## src/hw/rtl/lzbd_pkg.sv

```systemverilog
// ----------------------------------------------------------------------------
// lzbd_pkg
// Shared constants and types of the back-reference and run-length byte
// decoder: history geometry, output lane layout, token codes and the command
// that passes from the parser to the expansion engine.
// ----------------------------------------------------------------------------
package lzbd_pkg;

    localparam int HIST_DEPTH = 1024;
    localparam int HIST_AW    = $clog2(HIST_DEPTH);
    localparam int DIST_W     = 10;
    localparam int OUT_LANES  = 8;
    localparam int LANE_W     = $clog2(OUT_LANES);
    localparam int CNT_W      = 4;
    localparam int LEN_W      = 9;
    localparam int CMD_DEPTH  = 4;
    localparam int CMD_AW     = $clog2(CMD_DEPTH);
    localparam int TDATA_W    = ((OUT_LANES * 8 + CNT_W + 7) / 8) * 8;

    localparam logic [7:0] TOK_LIT_BASE  = 8'h80;
    localparam logic [7:0] TOK_FILL_BASE = 8'hA0;
    localparam logic [7:0] TOK_ZERO_BASE = 8'hE0;
    localparam logic [7:0] TOK_ZERO_LONG = 8'hFF;
    localparam logic [7:0] TOK_LEN_MASK  = 8'h1F;

    typedef struct packed {
        logic              is_copy;
        logic [LEN_W-1:0]  len;
        logic [DIST_W-1:0] back_dist;
        logic [7:0]        value;
    } cmd_t;

    typedef struct packed {
        logic       last;
        logic [7:0] data;
    } dbyte_t;

endpackage

```

## src/hw/rtl/lzbd_cmd_fifo.sv

```systemverilog
// ----------------------------------------------------------------------------
// lzbd_cmd_fifo
// Short command queue between the parser and the expansion engine, so that
// each side can stall on its own.
// ----------------------------------------------------------------------------
module lzbd_cmd_fifo (
    input  logic               aclk,
    input  logic               aresetn,
    input  logic               push_valid,
    input  lzbd_pkg::cmd_t     push_cmd,
    output logic               full,
    output logic               pop_valid,
    output lzbd_pkg::cmd_t     pop_cmd,
    input  logic               pop
);

    lzbd_pkg::cmd_t                entry_reg [lzbd_pkg::CMD_DEPTH];
    logic [lzbd_pkg::CMD_AW-1:0]   wr_ptr_reg, rd_ptr_reg;
    logic [lzbd_pkg::CMD_AW:0]     count_reg;
    logic                          do_push, do_pop;

    assign full      = count_reg == (lzbd_pkg::CMD_AW + 1)'(lzbd_pkg::CMD_DEPTH);
    assign pop_valid = count_reg != '0;
    assign pop_cmd   = entry_reg[rd_ptr_reg];
    assign do_push   = push_valid && !full;
    assign do_pop    = pop && pop_valid;

    always_ff @(posedge aclk) begin
        if (!aresetn) begin
            wr_ptr_reg <= '0;
            rd_ptr_reg <= '0;
            count_reg  <= '0;
        end else begin
            if (do_push) begin
                wr_ptr_reg <= wr_ptr_reg + 1'b1;
            end
            if (do_pop) begin
                rd_ptr_reg <= rd_ptr_reg + 1'b1;
            end
            if (do_push && !do_pop) begin
                count_reg <= count_reg + 1'b1;
            end else if (!do_push && do_pop) begin
                count_reg <= count_reg - 1'b1;
            end
        end
    end

    always_ff @(posedge aclk) begin
        if (do_push) begin
            entry_reg[wr_ptr_reg] <= push_cmd;
        end
    end

endmodule

```

## config.mk

```make
export PLATFORM = sky130hd
export DESIGN_NAME = lzbd_cmd_fifo
export DESIGN_NICKNAME = d
export VERILOG_FILES = /design/src/hw/rtl/lzbd_pkg.sv /design/src/hw/rtl/lzbd_cmd_fifo.sv
export SDC_FILE = /design/constraint.sdc
export NUM_CORES = 1
export LEC_CHECK = 0
export ABC_AREA = 1
export BUFFER_PORTS_ARGS = -buffer_cell sky130_fd_sc_hd__buf_2
export CAP_MARGIN = 20
export CORE_MARGIN = 2
export CORE_UTILIZATION = 50
export CTS_BUF_LIST = sky130_fd_sc_hd__clkbuf_4 sky130_fd_sc_hd__clkbuf_8 sky130_fd_sc_hd__clkbuf_16
export DETAILED_ROUTE_END_ITERATION = 8
export PLACE_DENSITY = 0.71
export REMOVE_ABC_BUFFERS = 1
export SKIP_CTS_REPAIR_TIMING = 1
export SLEW_MARGIN = 5
export SYNTH_ARGS = -nofsm -noshare
export SYNTH_HDL_FRONTEND = slang
export SYNTH_SLANG_ARGS = --single-unit
```

## constraint.sdc

```tcl
create_clock -name aclk -period 3.1 [get_ports aclk]
set_input_delay 0.775 -clock aclk [delete_from_list [all_inputs] [get_ports aclk]]
set_output_delay 0.775 -clock aclk [all_outputs]
set_load 0.02 [all_outputs]
```

=== Word-level counts from Yosys, hierarchy flattened ===
Memories as Yosys holds them, arrays and structs flattened. A register that Yosys moved wholly into a read port is not among the register bits.
Index checks and enable logic that the tools add are counted.

* Add/subtract/negate cells: 4
* Multiply operators: 0
* Div/mod/pow operators: 0
* Order comparisons: 0
* Eq/ne operators: 1
* Shifts and indexed selects: 0
* Muxes and demuxes: 6
* Bitwise gates (word level): 0
* Reductions and logical operators: 9

{| class="wikitable"
|+ Operators with widths
! cell !! number
|-
| $mux 3 || 2
|-
| $add 2x1->2 const B || 2
|-
| $logic_and 1x1->1 || 4
|-
| $mux 2 || 2
|-
| $add 3x1->3 const B || 1
|-
| $eq 3x3->1 const B || 1
|-
| $logic_not 1->1 || 3
|-
| $reduce_bool 3->1 || 1
|-
| $sub 3x1->3 const B || 1
|-
| $mux 1 || 2
|-
| $reduce_bool 2->1 || 1
|}

* Register bits after elaboration: 7
* Latch bits: 0
* RAM bits: 112
* Memory bits (read-only): 0
* Logic and storage cells: 24
* Memories kept: 1

{| class="wikitable"
|+ Memories
! memory !! words !! bits a word !! read ports !! clocked after Yosys merged registers in !! write ports !! RTL line !! text
|-
| entry_reg || 4 || 28 || 1 || 1 || 1 || lzbd_cmd_fifo.sv:17 || <nowiki>lzbd_pkg::cmd_t entry_reg [lzbd_pkg::CMD_DEPTH];</nowiki>
|}

=== Longest topological paths before layout ===
Gate-level depths: netlist of the first run.

* Depth after elaboration: 7
* Mapped depth: 13
* Mapped depth without buffers: 13

=== Worst setup path after synthesis of the first run ===
No wires, ideal clock.

* Path kind: input to register
* Start point: in push_valid
* End point: mem entry_reg[1][0] (netlist name), enable pin
* Arrival time: 2,076 ps
* Slack: 612 ps
* Stages on the path: 2
* Path buffers: 0
* Cell sequence: nand2_1 -> nor2_1

* Longest elaborated chain between the ends: 3

{| class="wikitable"
|+ RTL lines
! what !! RTL line !! text
|-
| start, declared || lzbd_cmd_fifo.sv:9 || <nowiki>input logic push_valid,</nowiki>
|-
| $logic_and 1x1->1 || lzbd_cmd_fifo.sv:25 || <nowiki>assign do_push = push_valid && !full;</nowiki>
|-
| $mux 1 || lzbd_cmd_fifo.sv:49 || <nowiki>if (do_push) begin</nowiki>
|-
| $mux 1 (implied by the code) || lzbd_cmd_fifo.sv:50 || <nowiki>entry_reg[wr_ptr_reg] <= push_cmd;</nowiki>
|-
| end, declared || lzbd_cmd_fifo.sv:17 ||
|}

No other way between the ends.

==> results of run 1 <==
-- metal layers --
layer | share of wire (%) | wire length (um)
met1 | 42 | 3790
met2 | 49 | 4410
met3 | 7.4 | 661
met4 | 1.3 | 116
met5 | 0 | 0
-- synth_stat cells --
cell	count	area share, %
a21oi_1	3	0.32
buf_2	3	0.32
buf_4	1	0.16
buf_6	6	1.5
clkbuf_1	7	0.57
clkinv_1	1	0.081
dfxtp_1	9	3.9
edfxtp_1	112	73
fa_1	1	0.43
ha_1	5	1.3
inv_1	15	1.2
inv_2	1	0.081
nand2_1	15	1.2
nand3_1	4	0.43
nand3b_1	1	0.16
nor2_1	70	5.7
o21ai_0	42	4.5
o21ai_1	15	1.6
o22ai_1	28	3.8
xor2_1	1	0.19
-- cell type report --
type                       instances  area [um^2]  area share, %
tap                              111          139           2.46
clock inverter                    14          133           2.35
multi-input combinational        185          943           16.7
inverter                          17         63.8           1.13
sequential                       121         3540           62.7
timing repair buffer              73          408           7.22
clock buffer                      18          422           7.46
-- how the worst max path moves through the flow --
stage,slack [ns],to,cells past startpoint
6_report,0.19,pop_cmd[0],4
5_1_grt,0.02,pop_cmd[0],4
4_1_cts,0.16,pop_cmd[0],4
3_5_place_dp,0.65,count_reg[1],8
3_3_place_gp,0.76,count_reg[1],8
2_1_floorplan,0.22,pop_cmd[0],3
-- power by group through the flow --
stage	clock network, mW	logic (mW)	registers [mW]
6_report	1.80	1.23	2.08
5_1_grt	1.90	1.36	2.10
4_1_cts	1.82	1.25	2.08
3_5_place_dp	0	1.24	2.11
3_3_place_gp	0	1.21	2.10
2_1_floorplan	0	0.741	2.12
-- critical path: cells and delay by family, from the launching register on --
| family | cells | cell delay (ns) |
|---|---|---|
| buf+inv | 2 | 0.63 |
| compound gates | 2 | 0.39 |
| flops | 1 | 0.60 |
-- cells by family (layout without fill, tap and decap cells) --
logic type | Yosys count | in the layout | share of synthesized area (%)
and+or+nand+nor | 90 | 90 | 7.47
xor gates and xnor gates | 1 | 1 | 0.189
adders and majority gates | 6 | 6 | 1.78
DFF | 121 | 121 | 76.4
buffers and inverters | 34 | 122 | 3.89
AOI/OAI and AO/OA | 88 | 88 | 10.3
-- per-stage QoR --
step | cell area [um^2] | instances
5_1_grt | 5650 | 539
6_report | 5650 | 539
4_1_cts | 5650 | 539
3_5_place_dp | 5100 | 507
2_1_floorplan | 4520 | 323
3_3_place_gp | 5100 | 507
==> metrics.txt, run 1 <==
# fillers 710; vias in the first global route 2891; Max IR drop VDD 444 uV; fin crit share 94.0%; die height 100 um; met2 Use GR 31.2%; initial antenna violation count 0; initial core utilization 50.9%; synthesized instance count 340; Critical Path End Type output port; hold path depth 1; CTS tree done; clock sink count 121; status finished clean; Max stage delay on crit path 0.60 ns; HPWL after DPL 5500 um; drt via density 5.42; CP cell instances buf_4, o21ai_0, o22ai_1, buf_2; CTS buffer count 17; Yosys Warn Count 0; overall routing resource usage 19.1%; Reg2Reg Launch Point count_reg[1]; Tmin final 2.91 ns; Nets 453; Core Area 9110 um^2; Sum Neg Setup Slack 0 ns; max-slew violation count 0; post-route ant nets 0; final setup vio count 0; number of antenna diodes 0; number of flip-flops under the largest register name 112; Switch Pwr 1.60 mW; Synth cell types 20; clock slew at reported path FFs 0.06 ns; R2R cell count 9; Crit Path Category register to output port; die area 10100 um^2; Pwr Total 5.11 mW; first-pass GRT wire length 14200 um; Pwr Density 905 nW/um^2; Clock power frac 35.2%; Hold/Removal Path Class input port to register; Clock Path Buffers 2; GRT overflow 0; critical path required time 2.32 ns; Lkg Pwr 2.09 nW; unrepaired setup endpoints after global routing false; Final Routed Wirelength 8980 um; r2r endpoint count_reg[1]; P_int 3.52 mW; Skew-Pair Late Insertion Delay 0.50 ns; Finished Core Util 62.1%; FF+latch count, synth 121; most frequent cells in the layout 112 x edfxtp_1, 66 x nor2_1, 61 x buf_2; CP max FO 34; share of layout cells above drive strength 1 25.2%; DP Worst Slack 0.651 ns; first drt pass iteration count 4; First DRT Iteration DRCs 116; Slew headroom 59.5%; Residual DRC 0; row count 35; Worst Hold End entry_reg[1][27]; fmax 0.343 GHz; Top Ports 62; PnR worst setup slack 0.188 ns; Comb power frac 24.1%; largest net degree at the start of global routing 48; Switching Share 31.2%; Worst setup SP type register; RD Place Congestion 0.766; Flop pwr share 40.6%; H-Tree Depth 4; Critical-path top delay cell dfxtp_2; die width 100 um; Fin. Hold Viols 0; max-cap viol count 0; wire per inst 16.7 um; post-synthesis to final-layout area growth 21.9%; most frequent standard cell in the layout excluding fill and tap cells edfxtp_1; GRT met1 Usage 23.4%; detailed-route via count 2919; hold_sp push_cmd[27]; sequential share of the synthesized area 76.4%; M3 GR Usage 6.82%; Worst Path Arrival 2.14 ns; PortBufs 61; Mapped Avg Cell Area 13.6 um^2; worst slew pin tran 0.605 ns; reg2reg setup slack 0.95 ns; busiest grt layer met2; clock skew 0.00576 ns; Hold WS 0.483 ns; Post-Syn Area 4640 um^2; clock root cell clkbuf_8
(Power assumes the default switching activity.)
==> run 2: changes to the inputs <==
--- a/config.mk
+++ b/config.mk
@@ -9,5 +9,4 @@
 export BUFFER_PORTS_ARGS = -buffer_cell sky130_fd_sc_hd__buf_2
 export CAP_MARGIN = 20
-export CORE_MARGIN = 2
 export CORE_UTILIZATION = 50
 export CTS_BUF_LIST = sky130_fd_sc_hd__clkbuf_4 sky130_fd_sc_hd__clkbuf_8 sky130_fd_sc_hd__clkbuf_16
==> constraint.sdc (replaced) <==
create_clock -name aclk -period 3.1 [get_ports aclk]
set_input_delay 0.775 -clock aclk [delete_from_list [all_inputs] [get_ports aclk]]
set_output_delay 0.775 -clock aclk [all_outputs]
set_load 0.01 [all_outputs]
==> run 2 against run 1 <==
Sequential cell count stayed put. Clock power is 7% higher. Utilization is 1.9 points higher. First-iteration DRC count is 37% higher. Cell area hardly changed. Highest routed layer unchanged.
==> metrics.txt, run 2 (same netlist as run 1, synthesis figures left out) <==
Hold/Removal Path Class input port to register; Residual DRC 0 (unchanged); DP Worst Slack 0.683 ns (+0.0311 ns); Top Ports 62 (unchanged); Slew headroom 42.7% (-17 points); wire per inst 16.0 um (-3.6%); clock slew at reported path FFs 0.05 ns (about the same); clock root cell clkbuf_8; most frequent cells in the layout 112 x edfxtp_1, 66 x nor2_1, 61 x buf_2; vias in the first global route 2852 (-1.3%); number of flip-flops under the largest register name 112 (unchanged); die width 98.3 um (-2.0%); PortBufs 61 (unchanged); reg2reg setup slack 0.95 ns (about the same); Max IR drop VDD 388 uV (-12%); busiest grt layer met2; Sum Neg Setup Slack 0 ns (unchanged); M3 GR Usage 7.73% (+0.91 points); PnR worst setup slack 0.136 ns (-0.0517 ns); Lkg Pwr 2.09 nW (about the same); hold_sp push_cmd[10]; Worst setup SP type register; CP bufs+invs 2 (unchanged); Worst Path Arrival 2.19 ns (+0.05 ns); CTS tree done; Crit Path Category register to output port; worst slew pin tran 0.854 ns (+0.249 ns); clock skew 0.00746 ns (+0.00171 ns); overall routing resource usage 19.4% (+0.32 points); critical path's top delay family buffers and inverters; Skew-Pair Late Insertion Delay 0.51 ns (about the same); RD Place Congestion 0.747 (-2.5%); fin crit share 95.6% (+1.7 points); hold path depth 1 (unchanged); final instance area 5660 um^2 (about the same); max-slew violation count 0 (unchanged); final setup vio count 0 (unchanged); Fin. Hold Viols 0 (unchanged); die area 9660 um^2 (-3.9%); largest net degree at the start of global routing 57 (+19%); initial antenna violation count 0 (unchanged); Tmin final 2.96 ns (+0.0517 ns); r2r endpoint count_reg[1]; row count 34 (-2.9%); post-synthesis to final-layout area growth 22.0% (about the same); number of antenna diodes 0 (unchanged); Pwr Density 897 nW/um^2 (-0.84%); CTS buffer count 17 (unchanged); GRT overflow 0 (unchanged); most frequent standard cell in the layout excluding fill and tap cells edfxtp_1; H-Tree Depth 4 (unchanged); Reg2Reg Launch Point count_reg[1]; max-cap viol count 0 (unchanged); met2 Use GR 30.6% (-0.63 points); die height 98.3 um (-2.0%); critical path required time 2.32 ns (about the same); First DRT Iteration DRCs 159 (+37%); drt via density 5.34 (-1.4%); Area after DPL 5060 um^2 (-0.66%); Critical-path top delay cell clkinv_1; first drt pass iteration count 6 (+2); CP max FO 28 (-18%); Final Routed Wirelength 8520 um (-5.0%); detailed-route via count 2834 (-2.9%); Nets 449 (-0.88%); unrepaired setup endpoints after global routing false; Core Area 8850 um^2 (-2.9%); HPWL after DPL 4880 um (-11%); Max stage delay on crit path 0.68 ns (+0.08 ns); # fillers 644 (-9.3%); Critical Path End Type output port; first-pass GRT wire length 13700 um (-3.3%); initial core utilization 52.4% (+1.5 points); status finished clean; Pwr Total 5.07 mW (-0.80%); GRT met1 Usage 23.6% (+0.20 points); clock sink count 121 (unchanged); CP cell instances clkinv_1, o21ai_0, o22ai_1, buf_2; fmax 0.337 GHz (-1.7%); Clock Path Buffers 2 (unchanged); Worst Hold End entry_reg[2][10]; share of layout cells above drive strength 1 24.3% (-0.88 points); R2R cell count 9 (unchanged); post-route ant nets 0 (unchanged); Finished Core Util 63.9% (+1.9 points)
==> run 2: cell types whose count changed in the layout (fill, tap and decap cells not counted) <==
cell | previous run | this run
clkbuf_4 | 1 | 3
clkinv_2 | 4 | 3
bufinv_16 | 2 | 4
clkinvlp_4 | 2 | 1
buf_4 | 11 | 7
clkinv_4 | 3 | 0
==> run 2: metal layers <==
metal,share of wire (%),vias up
met5,0,-
li1,-,1381
met2,50,91
met1,43,1348
met3,6.5,14
met4,1.3,0
==> run 2: cell type report <==
class / instances / area, um^2 / area share, %
well taps: 108 / 135 / 2.39
multi-input cells: 185 / 943 / 16.7
flip-flops and latches: 121 / 3540 / 62.7
clock inverters: 11 / 154 / 2.72
repair buffers: 69 / 378 / 6.68
clock buffers: 20 / 437 / 7.72
inverters: 17 / 63.8 / 1.13
==> run 2: where the power goes <==
part           switching, mW  internal, mW
combinational          0.718         0.378
clock                  0.616          1.31
sequential            0.0585          1.99
==> run 2: worst max-delay path by stage <==
| stage | cells past startpoint | from | slack (ns) | end |
|---|---|---|---|---|
| after floorplan | 3 | register | 0.28 | pop_cmd[0] |
| after global routing | 4 | register | 0.01 | pop_cmd[2] |
| final | 4 | register | 0.14 | pop_cmd[14] |
| after CTS | 4 | register | 0.13 | pop_cmd[14] |
| after global placement | 8 | push_valid | 0.76 | count_reg[1] |
| after detailed placement | 8 | push_valid | 0.68 | count_reg[1] |
==> run 2: per-stage QoR <==
step                      std cells  hold WS (ns)
after floorplan                 323         0.465
after global routing            531         0.454
after detailed placement        500         0.490
final                           531         0.480
after CTS                       531         0.459
after global placement          500         0.487
