File: config.mk
export PLATFORM = sky130hd
export DESIGN_NAME = lzbd_front
export DESIGN_NICKNAME = d
export VERILOG_FILES = /design/src/hw/rtl/lzbd_pkg.sv /design/src/hw/rtl/lzbd_front.sv
export SDC_FILE = /design/constraint.sdc
export NUM_CORES = 1
export LEC_CHECK = 0
export BUFFER_PORTS_ARGS = -buffer_cell sky130_fd_sc_hd__buf_4
export CAP_MARGIN = 25
export CORE_MARGIN = 1
export CORE_UTILIZATION = 51
export DETAILED_ROUTE_END_ITERATION = 6
export PLACE_DENSITY_LB_ADDON = 0.08
export SLEW_MARGIN = 20
export SYNTH_ARGS = -nofsm -noshare
export SYNTH_HDL_FRONTEND = slang
export SYNTH_SLANG_ARGS = --single-unit
File: constraint.sdc
create_clock -name aclk -period 2.3 [get_ports aclk]
set_clock_uncertainty 0.1 [all_clocks]
set_input_delay 0.23 -clock aclk [delete_from_list [all_inputs] [get_ports aclk]]
set_output_delay 0.23 -clock aclk [all_outputs]
set_load 0.05 [all_outputs]
File: src/hw/rtl/lzbd_pkg.sv
// ----------------------------------------------------------------------------
// lzbd_pkg
// Shared constants and types of the back-reference and run-length byte
// decoder: history geometry, output lane layout, token codes and the command
// that passes from the parser to the expansion engine.
// ----------------------------------------------------------------------------
package lzbd_pkg;

    localparam int HIST_DEPTH = 1024;
    localparam int HIST_AW    = $clog2(HIST_DEPTH);
    localparam int DIST_W     = 10;
    localparam int OUT_LANES  = 8;
    localparam int LANE_W     = $clog2(OUT_LANES);
    localparam int CNT_W      = 4;
    localparam int LEN_W      = 9;
    localparam int CMD_DEPTH  = 4;
    localparam int CMD_AW     = $clog2(CMD_DEPTH);
    localparam int TDATA_W    = ((OUT_LANES * 8 + CNT_W + 7) / 8) * 8;

    localparam logic [7:0] TOK_LIT_BASE  = 8'h80;
    localparam logic [7:0] TOK_FILL_BASE = 8'hA0;
    localparam logic [7:0] TOK_ZERO_BASE = 8'hE0;
    localparam logic [7:0] TOK_ZERO_LONG = 8'hFF;
    localparam logic [7:0] TOK_LEN_MASK  = 8'h1F;

    typedef struct packed {
        logic              is_copy;
        logic [LEN_W-1:0]  len;
        logic [DIST_W-1:0] back_dist;
        logic [7:0]        value;
    } cmd_t;

    typedef struct packed {
        logic       last;
        logic [7:0] data;
    } dbyte_t;

endpackage

File: src/hw/rtl/lzbd_front.sv
// ----------------------------------------------------------------------------
// lzbd_front
// Token parser. Takes compressed bytes, tracks the parse phase and turns each
// byte that produces output into one copy or run command.
// ----------------------------------------------------------------------------
module lzbd_front (
    input  logic               aclk,
    input  logic               aresetn,
    input  logic               s_tvalid,
    output logic               s_tready,
    input  logic [7:0]         s_tdata,
    input  logic               s_tuser,
    output logic               push_valid,
    output lzbd_pkg::cmd_t     push_cmd,
    input  logic               cmd_full
);

    localparam logic [2:0] PH_TOKEN      = 3'd0;
    localparam logic [2:0] PH_COPY_DIST  = 3'd1;
    localparam logic [2:0] PH_LITERAL    = 3'd2;
    localparam logic [2:0] PH_FILL_VALUE = 3'd3;
    localparam logic [2:0] PH_ZERO_LEN   = 3'd4;

    logic [2:0] phase_reg, phase_next, phase_cur;
    logic [4:0] pend_cnt_reg, pend_cnt_next;
    logic [1:0] pend_dist_reg, pend_dist_next;
    logic [5:0] tok_len_reg, tok_len_next;
    logic       accept;
    logic       emit;
    lzbd_pkg::cmd_t cmd;

    assign s_tready   = !cmd_full;
    assign accept     = s_tvalid && s_tready;
    assign phase_cur  = s_tuser ? PH_TOKEN : phase_reg;
    assign push_valid = accept && emit;
    assign push_cmd   = cmd;

    always_comb begin
        phase_next     = phase_reg;
        pend_cnt_next  = pend_cnt_reg;
        pend_dist_next = pend_dist_reg;
        tok_len_next   = tok_len_reg;
        emit           = 1'b0;
        cmd.is_copy    = 1'b0;
        cmd.len        = lzbd_pkg::LEN_W'(1);
        cmd.back_dist  = {pend_dist_reg, s_tdata};
        cmd.value      = s_tdata;
        unique case (phase_cur)
            PH_COPY_DIST: begin
                emit        = 1'b1;
                cmd.is_copy = 1'b1;
                cmd.len     = lzbd_pkg::LEN_W'(tok_len_reg);
                phase_next  = PH_TOKEN;
            end
            PH_LITERAL: begin
                emit          = 1'b1;
                pend_cnt_next = pend_cnt_reg - 5'd1;
                if (pend_cnt_reg == 5'd1) begin
                    phase_next = PH_TOKEN;
                end
            end
            PH_FILL_VALUE: begin
                emit       = 1'b1;
                cmd.len    = lzbd_pkg::LEN_W'(tok_len_reg);
                phase_next = PH_TOKEN;
            end
            PH_ZERO_LEN: begin
                emit       = 1'b1;
                cmd.len    = lzbd_pkg::LEN_W'(s_tdata) + lzbd_pkg::LEN_W'(2);
                cmd.value  = 8'h00;
                phase_next = PH_TOKEN;
            end
            PH_TOKEN: begin
                pend_cnt_next  = 5'd0;
                pend_dist_next = 2'd0;
                tok_len_next   = 6'd0;
                if (s_tdata < lzbd_pkg::TOK_LIT_BASE) begin
                    pend_dist_next = s_tdata[1:0];
                    tok_len_next   = 6'(s_tdata[6:2]) + 6'd2;
                    phase_next     = PH_COPY_DIST;
                end else if (s_tdata < lzbd_pkg::TOK_FILL_BASE) begin
                    pend_cnt_next = s_tdata[4:0];
                    phase_next    = (s_tdata[4:0] != 5'd0) ? PH_LITERAL : PH_TOKEN;
                end else if (s_tdata < lzbd_pkg::TOK_ZERO_BASE) begin
                    tok_len_next = 6'(s_tdata & lzbd_pkg::TOK_LEN_MASK) + 6'd2;
                    phase_next   = PH_FILL_VALUE;
                end else if (s_tdata != lzbd_pkg::TOK_ZERO_LONG) begin
                    emit       = 1'b1;
                    cmd.len    = lzbd_pkg::LEN_W'(s_tdata & lzbd_pkg::TOK_LEN_MASK)
                                 + lzbd_pkg::LEN_W'(2);
                    cmd.value  = 8'h00;
                    phase_next = PH_TOKEN;
                end else begin
                    phase_next = PH_ZERO_LEN;
                end
            end
            default: begin
                phase_next = PH_TOKEN;
            end
        endcase
    end

    always_ff @(posedge aclk) begin
        if (!aresetn) begin
            phase_reg     <= PH_TOKEN;
            pend_cnt_reg  <= 5'd0;
            pend_dist_reg <= 2'd0;
            tok_len_reg   <= 6'd0;
        end else if (accept) begin
            phase_reg     <= phase_next;
            pend_cnt_reg  <= pend_cnt_next;
            pend_dist_reg <= pend_dist_next;
            tok_len_reg   <= tok_len_next;
        end
    end

endmodule

# Word level (Yosys, flattened, before mapping)
# Cells that the tools add are included.
[op_classes]
add_sub_neg = 5
n_mul = 0
n_div = 0
magnitude_cmp = 3
eq_ne = 7
n_shift = 0
muxes = 31
n_bitwise = 0
n_reduce_logical = 11
[op_table]
columns = ["op", "n"]
rows = [
  ["$mux W6", 7],
  ["$mux W8", 4],
  ["$pmux W9 S3", 1],
  ["$lt A8 B8 Y1 const B", 3],
  ["$add A5 B2 Y6 const B", 3],
  ["$mux W3", 6],
  ["$pmux W8 S2", 1],
  ["$mux W5", 2],
  ["$pmux W5 S2", 1],
  ["$add A8 B2 Y9 const B", 1],
  ["$ne A8 B8 Y1 const B", 1],
  ["$eq A3 B2 Y1 const B", 2],
  ["$pmux W3 S2", 1],
  ["$reduce_and A2 Y1", 3],
  ["$eq A5 B1 Y1 const B", 1],
  ["$mux W1", 5],
  ["$reduce_bool A5 Y1", 1],
  ["$sub A5 B1 Y5 const B", 1],
  ["$mux W2", 2],
  ["$reduce_or A4 Y1", 1],
  ["$eq A3 B1 Y1 const B", 1],
  ["$eq A3 B3 Y1 const B", 1],
  ["$logic_not A3 Y1", 1],
  ["$logic_and A1 B1 Y1", 2],
  ["other kinds (5)", 5],
]
[totals]
ff_bits = 16
latch_bits = 0
ramBits = 0
romBits = 0
out_inout_bits = 30
elab_cells = 61
n_memories = 0

# Longest topological paths before layout
# Gate-level depths: netlist of the first run.
[depth]
depth_word = 7
ltp_mapped = 6

# Least setup slack after synthesis of the first run
# No wires, ideal clock.
[synth_path]
path_type = "register -> output"
start = "register phase_reg[0]"
end = "output push_valid"
arrival_ns = 3.214
required_time_ns = 1.970
setup_slack_ns = -1.244
path_stages_with_launch = 5
path_buffers = 0
path_cell_list = "dfxtp_1 nor3_4 nor2_4 nor4b_4 a2111oi_0"
[synth_via]
elab_chain_cells = 5
[synth_rtl]
columns = ["element", "line_no", "source"]
rows = [
  ["from (decl)", "lzbd_front.sv:24", "logic [2:0] phase_reg, phase_next, phase_cur;"],
  ["from (signal assigned)", "lzbd_front.sv:110", "phase_reg <= phase_next;"],
  ["$mux W3 *", "lzbd_front.sv:34", "assign phase_cur = s_tuser ? PH_TOKEN : phase_reg;"],
  ["$eq A3 B1 Y1 (tied with other cells)", "lzbd_front.sv:48", "unique case (phase_cur)"],
  ["$reduce_or A4 Y1 (no line)", "-", ""],
  ["$pmux W1 S2 *", "lzbd_front.sv:48", ""],
  ["$logic_and A1 B1 Y1 *", "lzbd_front.sv:35", "assign push_valid = accept && emit;"],
  ["to (decl)", "lzbd_front.sv:13", "output logic push_valid,"],
]
# Every way passes the cells marked *; elsewhere a longest branch is shown, timed or not.

# Final worst setup path of the first run
[layout_path]
start = "register phase_reg[2]"
end = "output push_valid"
# The elaborated chain is that of the path after synthesis.

==> results.txt, run 1 <==
The net count after synthesis came out at 199. The family of cells with the greatest summed delay on the critical path is flip-flops. The number of buffers and inverters on the critical path is 1. The static leakage power came out at 0.0007188 uW. The routed wire length per instance is 15.50 um. In this run the critical register-to-register path is launched from pend_cnt_reg[1].

The antenna cell count is 0. After the last flow step, the layout net total stands at 233. The first global-routing pass estimated 6009 um of wire. The signed area change from the synthesized netlist to the final layout is 22.84%. In this run the most critical hold path is launched from aresetn. In the post-synthesis netlist, the biggest area contributors are sky130_fd_sc_hd__dfxtp_1 24%, sky130_fd_sc_hd__buf_4 6.1%, sky130_fd_sc_hd__nand2_1 6.1%, sky130_fd_sc_hd__o21ai_0 4.4%, sky130_fd_sc_hd__a21oi_1 4.1%. The top-level I/O count came out at 43. The slowest stage of the critical path belongs to the cell sky130_fd_sc_hd__dfxtp_1.

The largest total area in the synthesized netlist belongs to sky130_fd_sc_hd__dfxtp_1. The number of vias in the routed layout is 1488. The total clock sinks came out at 16. Measured against its own limit, the worst slew margin works out to 74.11%.

The post-CTS setup-driven buffer insertion count is 0. Dividing the detail-routed via count by the number of cells gives 6.073. From left edge to right edge, the die measures 53.62 um.

The actual transition at the worst max-transition pin came out at 0.3786 ns. Across the VDD grid, the largest voltage drop is 0.0004215 V. The global placement routability congestion is 0.8872. The worst hold path belongs to the class in2reg. The warning count from the yosys run is 0. Walking the worst path, the cells encountered are nor3_4 > nor2_4 > nor2_1 > a2111oi_2 > buf_4. The area enclosed by the die boundary came out at 2875 um^2.

The number of global-route vias before repair came out at 1228. The logic depth of the worst register-to-register path came out at 6. The number of routed nets with antenna violations is 0. The dominant synthesized flop cell is sky130_fd_sc_hd__dfxtp_1. In this run the number of H-tree levels came out at 1.

The number of buffers created by CTS is 3. After technology mapping, the gate count stands at 182. Clock latency on the worst-skew pair, taken at its later pin, is 0.29 ns. STA classifies the critical path endpoint as an output pin. The worst register-to-register path ends at phase_reg[1]. The clock transition at the registers of the reported paths is 0.10 ns. Counting along the longest clock path gives a buffer depth of 2. The post-place setup slack came out at 0.4598 ns. The effective utilization at floorplan came out at 54.35%. The worst slack on hold paths is 0.1539 ns. The number of design rule violations left after detail routing came out at 0.

The layout has 215 filler cells. In this run, post-CTS hold repair placed 0 buffers. After routing, the total negative slack on setup checks comes to 0 ns. The number of failing setup endpoints in the final timing report came out at 0. The half-perimeter wire length of the detailed placement result is 2746 um. In this run, synthesis inferred 0 flip-flops with an integrated enable.

The register with the most flip-flops in the layout has 6 of them. In this run the biggest area consumer among cell types represents 23.57% of the synthesized area. The total routing usage reported by global routing is 29.36%. The worst path required time is 1.97 ns.

On the worst path, the slowest cell contributes a delay of 0.50 ns. The cell sitting at the root of the clock tree is a sky130_fd_sc_hd__clkbuf_4. The CTS tree is done. The number of hold violations in the final report came out at 0. The DRC violation total after the first TritonRoute iteration is 58. The async set-reset flop share out of synthesis came out at 0%. The highest achievable clock rate is 0.4601 GHz. The sequential cell area fraction in the yosys report came out at 23.57%.

The floorplan die height came out at 53.62 um. The total grt overflow is 0. The unique cell type count in the Yosys netlist is 46. The initial antenna violation count came out at 0.

The post-layout minimum cycle time came out at 2.173 ns. The worst setup margin came out at 0.1267 ns. The data arrival at the endpoint of the critical path is 1.84 ns. The final layout contains routed wiring with a total length of 3797 um. The core area is 2500 um^2.

The flow ran to the end, and the final reports show no timing, DRC or antenna violations. The maximum fanout encountered on the critical timing path came out at 10. The setup slack of the worst register-to-register path is 0.52 ns. The cell depth of the worst min-delay path is 2.

The number of violations of the max-capacitance limit is 0. The power density over the cells is 485.4 nW/um^2. After synthesis the cells add up to 1359 um^2.

Setup repair after global routing left no endpoint under its margin. Entering global routing, the biggest net connects 25 pins. The number of gates given a new drive strength after cts is 0. The final design utilization came out at 66.77%. The row count is 18.

The synthesized flop and latch total is 16. Of the available clock period, the critical path in the final layout requires 94.49%. Of the cells placed in the final design, the portion with a size suffix greater than 1 is 26.05%. The average footprint of a synthesized cell is 7.466 um^2. The count of final max-slew check failures came out at 0. STA classifies the critical path startpoint as a flip-flop. The first-pass iteration count of the detailed router came out at 4. For hold timing, the worst endpoint is tok_len_reg[0]. The count of buffers from port buffering is 42.

The kind of critical path is reg2out.
[through the flow]
stage               std cells  instance area (um^2)  power (uW)
floorplan                 182                  1365       535.2
global placement          241                  1633       614.7
detailed placement        241                  1633       618.9
CTS                       245                  1669       810.5
global route              245                  1669       857.7
finish                    245                  1669       810.1
[worst max-delay path by stage]
stage / slack (ns) / cells past startpoint / end / from
after floorplan: 0.04 / 3 / push_cmd[19] / phase_reg[2]
after global placement: 0.49 / 6 / push_cmd[0] / s_tdata[3]
after detailed placement: 0.46 / 5 / push_valid / phase_reg[2]
after CTS: 0.12 / 5 / push_valid / phase_reg[2]
after global routing: 0.002 / 5 / push_valid / phase_reg[2]
final: 0.13 / 5 / push_valid / phase_reg[2]
[where the power goes]
part	switching, uW	internal (uW)
sequential	12.9	291
combinational	207	105
clock	97.4	96.5
total	317	493
[per-layer routing]
metal	share of wire, %	vias up	GRT usage, %
li1	-	716	-
met3	7.8	4	5.650
met2	48	75	44.38
met5	0	-	0
met4	0.74	0	9.649
met1	44	693	41.47
[synthesized netlist by cell type, drive strengths merged, types with 2 or more instances]
library cell / n
dfxtp: 16
a41oi: 2
nand3: 8
nor3: 8
o22ai: 5
nor2: 13
a2111oi: 2
nor4: 2
nor3b: 2
and2: 7
a31o: 2
buf: 14
nand2: 22
inv: 8
o21ai: 14
a21o: 2
ha: 4
clkbuf: 3
nand3b: 2
o211a: 3
a21oi: 11
nor2b: 3
o221ai: 2
xor2: 5
xnor2: 4
and3: 3
a31oi: 3
[cells by family (layout without fill, tap and decap cells)]
group | Yosys count | after routing | share of synthesized area (%)
AOI/OAI and AO/OA | 52 | 52 | 25.88
buffers and inverters | 25 | 58 | 10.68
and+or+nand+nor | 76 | 76 | 30.39
DFF | 16 | 16 | 23.57
adders and majority gates | 4 | 4 | 3.683
xor gates and xnor gates | 9 | 9 | 5.801
[layout by cell type (no fill, tap or decap), types with 2 or more instances in the layout]
| cell type | Yosys | layout |
|---|---|---|
| sky130_fd_sc_hd__nand3b_1 | 2 | 2 |
| sky130_fd_sc_hd__o21ai_0 | 12 | 11 |
| sky130_fd_sc_hd__buf_4 | 11 | 46 |
| sky130_fd_sc_hd__nor3b_1 | 2 | 2 |
| sky130_fd_sc_hd__a21oi_1 | 11 | 11 |
| sky130_fd_sc_hd__nor4_1 | 2 | 2 |
| sky130_fd_sc_hd__nor3_1 | 7 | 7 |
| sky130_fd_sc_hd__nor2_1 | 12 | 12 |
| sky130_fd_sc_hd__a31o_1 | 2 | 2 |
| sky130_fd_sc_hd__o211a_1 | 3 | 3 |
| sky130_fd_sc_hd__o221ai_1 | 2 | 2 |
| sky130_fd_sc_hd__xnor2_1 | 4 | 4 |
| sky130_fd_sc_hd__nand3_1 | 8 | 8 |
| sky130_fd_sc_hd__o22ai_1 | 4 | 4 |
| sky130_fd_sc_hd__a21o_1 | 2 | 2 |
| sky130_fd_sc_hd__ha_1 | 4 | 4 |
| sky130_fd_sc_hd__xor2_1 | 5 | 5 |
| sky130_fd_sc_hd__dfxtp_1 | 16 | 16 |
| sky130_fd_sc_hd__and3_1 | 3 | 3 |
| sky130_fd_sc_hd__nand2_1 | 22 | 22 |
| sky130_fd_sc_hd__and2_1 | 7 | 7 |
| sky130_fd_sc_hd__inv_1 | 8 | 8 |
| sky130_fd_sc_hd__a31oi_1 | 3 | 3 |
| sky130_fd_sc_hd__nor2b_1 | 3 | 3 |
| sky130_fd_sc_hd__o21ai_1 | 2 | 3 |
| sky130_fd_sc_hd__clkbuf_4 | 0 | 3 |
[layout make-up]
type | count | area [um^2] | share of cell area [%]
clock buffers | 4 | 36.28 | 2.174
inverters | 8 | 30.03 | 1.799
multi-input cells | 141 | 899.6 | 53.90
flip-flops and latches | 16 | 320.3 | 19.19
well taps | 30 | 37.54 | 2.249
repair buffers | 46 | 345.3 | 20.69
No activity file was read; power rests on OpenSTA's default activity.
==> run 2, diff against run 1 <==
--- a/config.mk
+++ b/config.mk
@@ -7,6 +7,7 @@
 export LEC_CHECK = 0
 export BUFFER_PORTS_ARGS = -buffer_cell sky130_fd_sc_hd__buf_4
 export CAP_MARGIN = 25
+export CORE_ASPECT_RATIO = 0.9
 export CORE_MARGIN = 1
 export CORE_UTILIZATION = 51
 export DETAILED_ROUTE_END_ITERATION = 6
==> results.txt, run 2 (synthesized netlist as in run 1, its figures left out) <==
The run finished with clean final reports. Of the cells placed in the final design, the portion with a size suffix greater than 1 is 25.35%. Pin placement for this block handled 43 I/O pins.

The number of routed nets with antenna violations is 0. Entering global routing, the biggest net connects 25 pins. The register with the most flip-flops in the layout has 6 of them. The total clock sinks came out at 16.

The DRC violation total after the first TritonRoute iteration is 38. For the pin with the worst max-slew slack, the measured transition is 0.5592 ns. The power density over the cells is 490.7 nW/um^2.

The floorplan step set the die width to 56.41 um. The floorplan die height is 50.97 um. The root buffer cell chosen for the clock tree is sky130_fd_sc_hd__clkbuf_4. The sequential cells in the finished layout cover a total of 320.3 um^2. The count of final max-slew check failures is 0.

Summing over every cut layer, the via total after detailed routing is 1503. The routed wire length per instance is 15.68 um. In this run the tightest slew margin relative to its limit is 62.45%. The slowest library cell on the worst path is sky130_fd_sc_hd__dfxtp_1. The final period utilization is 93.74%. TritonCTS built the clock tree.

The final-layout fill cell count is 227. The wire length of the first global-routing pass is 5837 um. The number of hold violations in the final report is 0. The total routing usage reported by global routing came out at 26.23%. Once the floorplan was initialized, standard cells occupied 54.60% of the core.

The count of buffers from port buffering came out at 42. For this run, design rule violations remaining after detail routing come to 0. The half-perimeter wire length of the detailed placement result came out at 2744 um. The number of violations of the max-capacitance limit is 0. The initial antenna violation count is 0. The signed area change from the synthesized netlist to the final layout came out at 21.55%.

The area enclosed by the die boundary is 2875 um^2. The net count of the finished layout came out at 231. In this design, the stage delay of the slowest critical-path cell is 0.39 ns. In the layout the commonest cells are 44 x sky130_fd_sc_hd__buf_4, 22 x sky130_fd_sc_hd__nand2_1, 16 x sky130_fd_sc_hd__dfxtp_1. Setup violations remaining at the end of the flow were counted as 0. The area taken by multi-input logic gates is 899.6 um^2. The most frequent standard cell in the layout excluding fill and tap cells is sky130_fd_sc_hd__buf_4. The clock transition at the registers of the reported paths is 0.11 ns. The post-layout minimum cycle time is 2.156 ns. The static leakage power came out at 0.0007087 uW.

Setup repair after global routing left no endpoint under its margin. Hold repair after CTS inserted 0 buffers. The first detailed-routing pass ran for 7 iterations. The data arrival at the endpoint of the critical path came out at 1.83 ns. The core area came out at 2489 um^2. Walking the worst path, the cells encountered are nor3_4 > nor2_4 > nor4b_4 > a21o_1 > buf_4. The number of buffers created by CTS came out at 3. The maximum ir drop on the vdd rail came out at 0.0004011 V. After detailed routing, the total wire length is 3779 um. The number of levels in the clock H-tree is 1. The post-CTS setup-driven buffer insertion count came out at 0. 0 antenna diodes ended up in the layout. The final design utilization came out at 66.37%. Using the TritonRoute via totals, the vias-per-cell ratio works out to 6.237. STA puts the critical path data required time at 1.97 ns. The kind of critical path is reg2out. The number of gates given a new drive strength after cts came out at 0.

The total grt overflow is 0. The number of global-route vias before repair came out at 1235. In this run the worst hold path is classified as in2reg.

The later pin in the worst-skew pair is clocked with a latency of 0.30 ns. The setup TNS is 0 ns. The maximum count of clock buffers along a single path came out at 2. The maximum fanout encountered on the critical timing path came out at 10.

The worst setup path is launched from a flip-flop. Routability-driven placement finished with a final weighted congestion of 0.8475. The row count is 17. STA classifies the critical path endpoint as an output pin. For this run, the top clock speed supported by timing is 0.4638 GHz.
## run 2: worst paths after layout
| path | cells after the start | endpoint | from | slack (ns) |
|---|---|---|---|---|
| max | 5 | push_cmd[1] | phase_reg[0] | 0.14 |
| min | 2 | tok_len_reg[0] | aresetn | 0.16 |
| max reg2reg | 5 | phase_reg[1] | pend_cnt_reg[0] | 0.54 |
| min reg2reg | 2 | tok_len_reg[3] | tok_len_reg[3] | 0.38 |
## run 2: report_power, final
part	total (uW)	internal, uW	leakage [uW]	switching, uW
Sequential	304	291	0.000131	12.9
Combinational	308	102	0.000557	206
Clock	198	96.6	0.0000210	101
## run 2: final cells by class
cell class	count	area share (%)
clock buffer	4	2.197
inverter	8	1.818
multi-input combinational	141	54.47
sequential	16	19.39
tap	28	2.121
timing repair buffer	44	20.00
## run 2: layer usage
layer  up-vias  wire length, um  GRT usage [%]
met1       713             1769          36.09
met3         6              266          4.557
li1        716                -              -
met5         -                0              0
met4         0               51          10.57
met2        68             1691          40.87
## run 2: stage by stage
step           instances  cell area (um^2)  total power, uW  hold slack, ns  worst slack [ns]
2_1_floorplan        182              1365            535.2          0.2760           0.03842
3_3_place_gp         237              1615            610.7          0.3587            0.4749
3_5_place_dp         237              1615            614.9          0.3693            0.4645
4_1_cts              241              1652            809.9          0.1484            0.1346
5_1_grt              241              1652            842.2          0.1549           0.03501
6_report             241              1652            810.4          0.1567            0.1440
## run 2: worst max-delay path, delay by kind of cell, from the launching register on
| family | cells | cell delay, ns |
|---|---|---|
| AO/OA/AOI/OAI | 1 | 0.13 |
| buffers and inverters | 1 | 0.19 |
| AND/OR/NAND/NOR | 3 | 0.81 |
| flip-flops | 1 | 0.39 |
==> run 3, diff against run 2 <==
--- a/config.mk
+++ b/config.mk
@@ -11,6 +11,7 @@
 export CORE_MARGIN = 1
 export CORE_UTILIZATION = 51
 export DETAILED_ROUTE_END_ITERATION = 6
+export MAX_ROUTING_LAYER = met4
 export PLACE_DENSITY_LB_ADDON = 0.08
 export SLEW_MARGIN = 20
 export SYNTH_ARGS = -nofsm -noshare
==> results.txt, run 3 (synthesized netlist as in run 1, its figures left out) <==
The initial antenna violation count is 0. The root buffer cell chosen for the clock tree is sky130_fd_sc_hd__clkbuf_4. Across the run, the number of max-cap violations was 0.

STA classifies the critical path endpoint as an output pin. In the layout the commonest cells are 44 x sky130_fd_sc_hd__buf_4, 22 x sky130_fd_sc_hd__nand2_1, 16 x sky130_fd_sc_hd__dfxtp_1. For this block, the routed nets add up to 3766 um of wire.

The maximum count of clock buffers along a single path is 2. The max-slew headroom at the worst pin is 63.13%. The final period utilization came out at 93.90%. The worst path required time is 1.97 ns. The number of buffers created by CTS is 3. The number of setup buffers added after CTS is 0.

The maximum ir drop on the vdd rail came out at 0.0003999 V. At the pin with the least slew margin, the transition time is 0.5491 ns. The most critical setup path has its startpoint at phase_reg[0].

Setup repair after global routing left no endpoint under its margin. The worst setup path is of the reg2out kind. The number of hold violations in the final report came out at 0. In this run the critical register-to-register path is captured at phase_reg[1]. The worst setup margin is 0.1402 ns. The number of routed nets with antenna violations is 0. The power after layout came out at 811.1 uW.

The post-place setup slack came out at 0.4645 ns. The static leakage power is 0.0007087 uW. The first-pass iteration count of the detailed router came out at 4.

The flow ran to the end, and the final reports show no timing, DRC or antenna violations. The tightest min-delay check is of the in2reg type. The detailed-route vias per instance is 6.220.

The count of final max-slew check failures is 0. The pin count of the biggest net entering global routing is 25. The floorplan die width came out at 56.41 um. The clock transition at the registers of the reported paths is 0.10 ns. The total grt overflow is 0.

The fraction of final layout cells with drive strength greater than 1 came out at 25.35%. The count of buffers from port buffering is 42. The CTS tree is done.

The number of hold-repair buffers added at the cts stage came out at 0. The final instance area is 1652 um^2. The wire length of the first global-routing pass is 5830 um. The most frequent standard cell in the layout excluding fill and tap cells is sky130_fd_sc_hd__buf_4. The DRC violation total after the first TritonRoute iteration came out at 51.

Measured along the y axis, the die boundary spans 50.97 um. The signed area change from the synthesized netlist to the final layout came out at 21.55%. After detailed routing, the average wire length per cell comes to 15.63 um.

The logic depth of the worst register-to-register path came out at 5. The initial utilization of the core area, before any placement, comes to 54.60%. The top-level I/O count came out at 43. In this run the worst setup path terminates at push_cmd[1].

The total clock sinks is 16. The setup slack of the worst register-to-register path came out at 0.54 ns. The number of failing setup endpoints in the final timing report came out at 0. The half-perimeter wire length of the detailed placement result is 2744 um.

The kind of start point of the critical path is a flip-flop. Data on the critical path arrives at its endpoint at 1.83 ns. The number of levels in the clock H-tree came out at 1. Adding up every negative setup slack in the final design gives 0 ns. The total routing usage reported by global routing came out at 26.95%. The power density over the cells is 491.1 nW/um^2. The net count of the finished layout is 231. The maximum fanout encountered on the critical timing path came out at 10. The final-layout fill cell count is 227. The number of gates resized after CTS was 0. The region available for standard cell placement spans 2489 um^2. The placed instance area is 1615 um^2. The flip-flop count of the largest register after layout came out at 6.

The floorplan step defined a die boundary enclosing 2875 um^2. The clock network latency to the later pin of the worst-skew pair came out at 0.30 ns. The number of global-route vias before repair came to 1239. The worst slack on hold paths is 0.1506 ns.

The repair_antennas step left the layout with diodes totalling 0. The global placement routability congestion came out at 0.8608. The worst register-to-register path begins at pend_cnt_reg[0]. Timing would allow up to 0.4630 GHz. The number of vias in the routed layout is 1499.

For this run, design rule violations remaining after detail routing come to 0. Counting I/O delays and the setup requirement, the final critical path takes 2.160 ns. The row count is 17.
run 3: cell counts in the layout (fill, tap and decap cells not counted):
No cell type changed its count.
run 3: worst min-delay path by stage:
stage / startpoint / endpoint / depth (start not counted) / slack [ns]
2_1_floorplan: s_tdata[3] / pend_cnt_reg[3] / 2 / 0.28
6_report: aresetn / tok_len_reg[2] / 2 / 0.15
3_3_place_gp: tok_len_reg[4] / tok_len_reg[4] / 2 / 0.36
4_1_cts: aresetn / tok_len_reg[0] / 2 / 0.15
5_1_grt: aresetn / tok_len_reg[2] / 2 / 0.15
3_5_place_dp: tok_len_reg[5] / tok_len_reg[5] / 2 / 0.37
run 3: final cells by class:
| type | count | area (um^2) | share of cell area (%) |
|---|---|---|---|
| inverter | 8 | 30.03 | 1.818 |
| tap | 28 | 35.03 | 2.121 |
| clock buffer | 4 | 36.28 | 2.197 |
| multi-input combinational | 141 | 899.6 | 54.47 |
| timing repair buffer | 44 | 330.3 | 20.00 |
| sequential | 16 | 320.3 | 19.39 |
run 3: layer usage:
| layer | global-route usage, % | wire [um] | up-vias |
|---|---|---|---|
| met3 | 4.557 | 314 | 3 |
| met1 | 35.94 | 1703 | 707 |
| met2 | 41.07 | 1727 | 75 |
| met5 | - | 0 | - |
| met4 | 10.57 | 21 | 0 |
| li1 | - | - | 714 |
run 3: metrics by stage:
stage | std cells | util, %
3_5_place_dp | 237 | 64.91
2_1_floorplan | 182 | -
6_report | 241 | 66.37
3_3_place_gp | 237 | 64.91
5_1_grt | 241 | 66.37
4_1_cts | 241 | 66.37
run 3: critical path, cell delays in order, from the launching register on:
cell and delay (ns):
sky130_fd_sc_hd__dfxtp_1 0.39, sky130_fd_sc_hd__nor3_4 0.33, sky130_fd_sc_hd__nor2_4 0.12, sky130_fd_sc_hd__nor4b_4 0.37
sky130_fd_sc_hd__a21o_1 0.13, sky130_fd_sc_hd__buf_4 0.19
run 3: where the power goes:
part | internal [uW] | total (uW) | switching (uW)
clock network | 96.7 | 199 | 102
registers | 291 | 304 | 12.9
logic | 102 | 308 | 206
total | 490 | 811 | 321
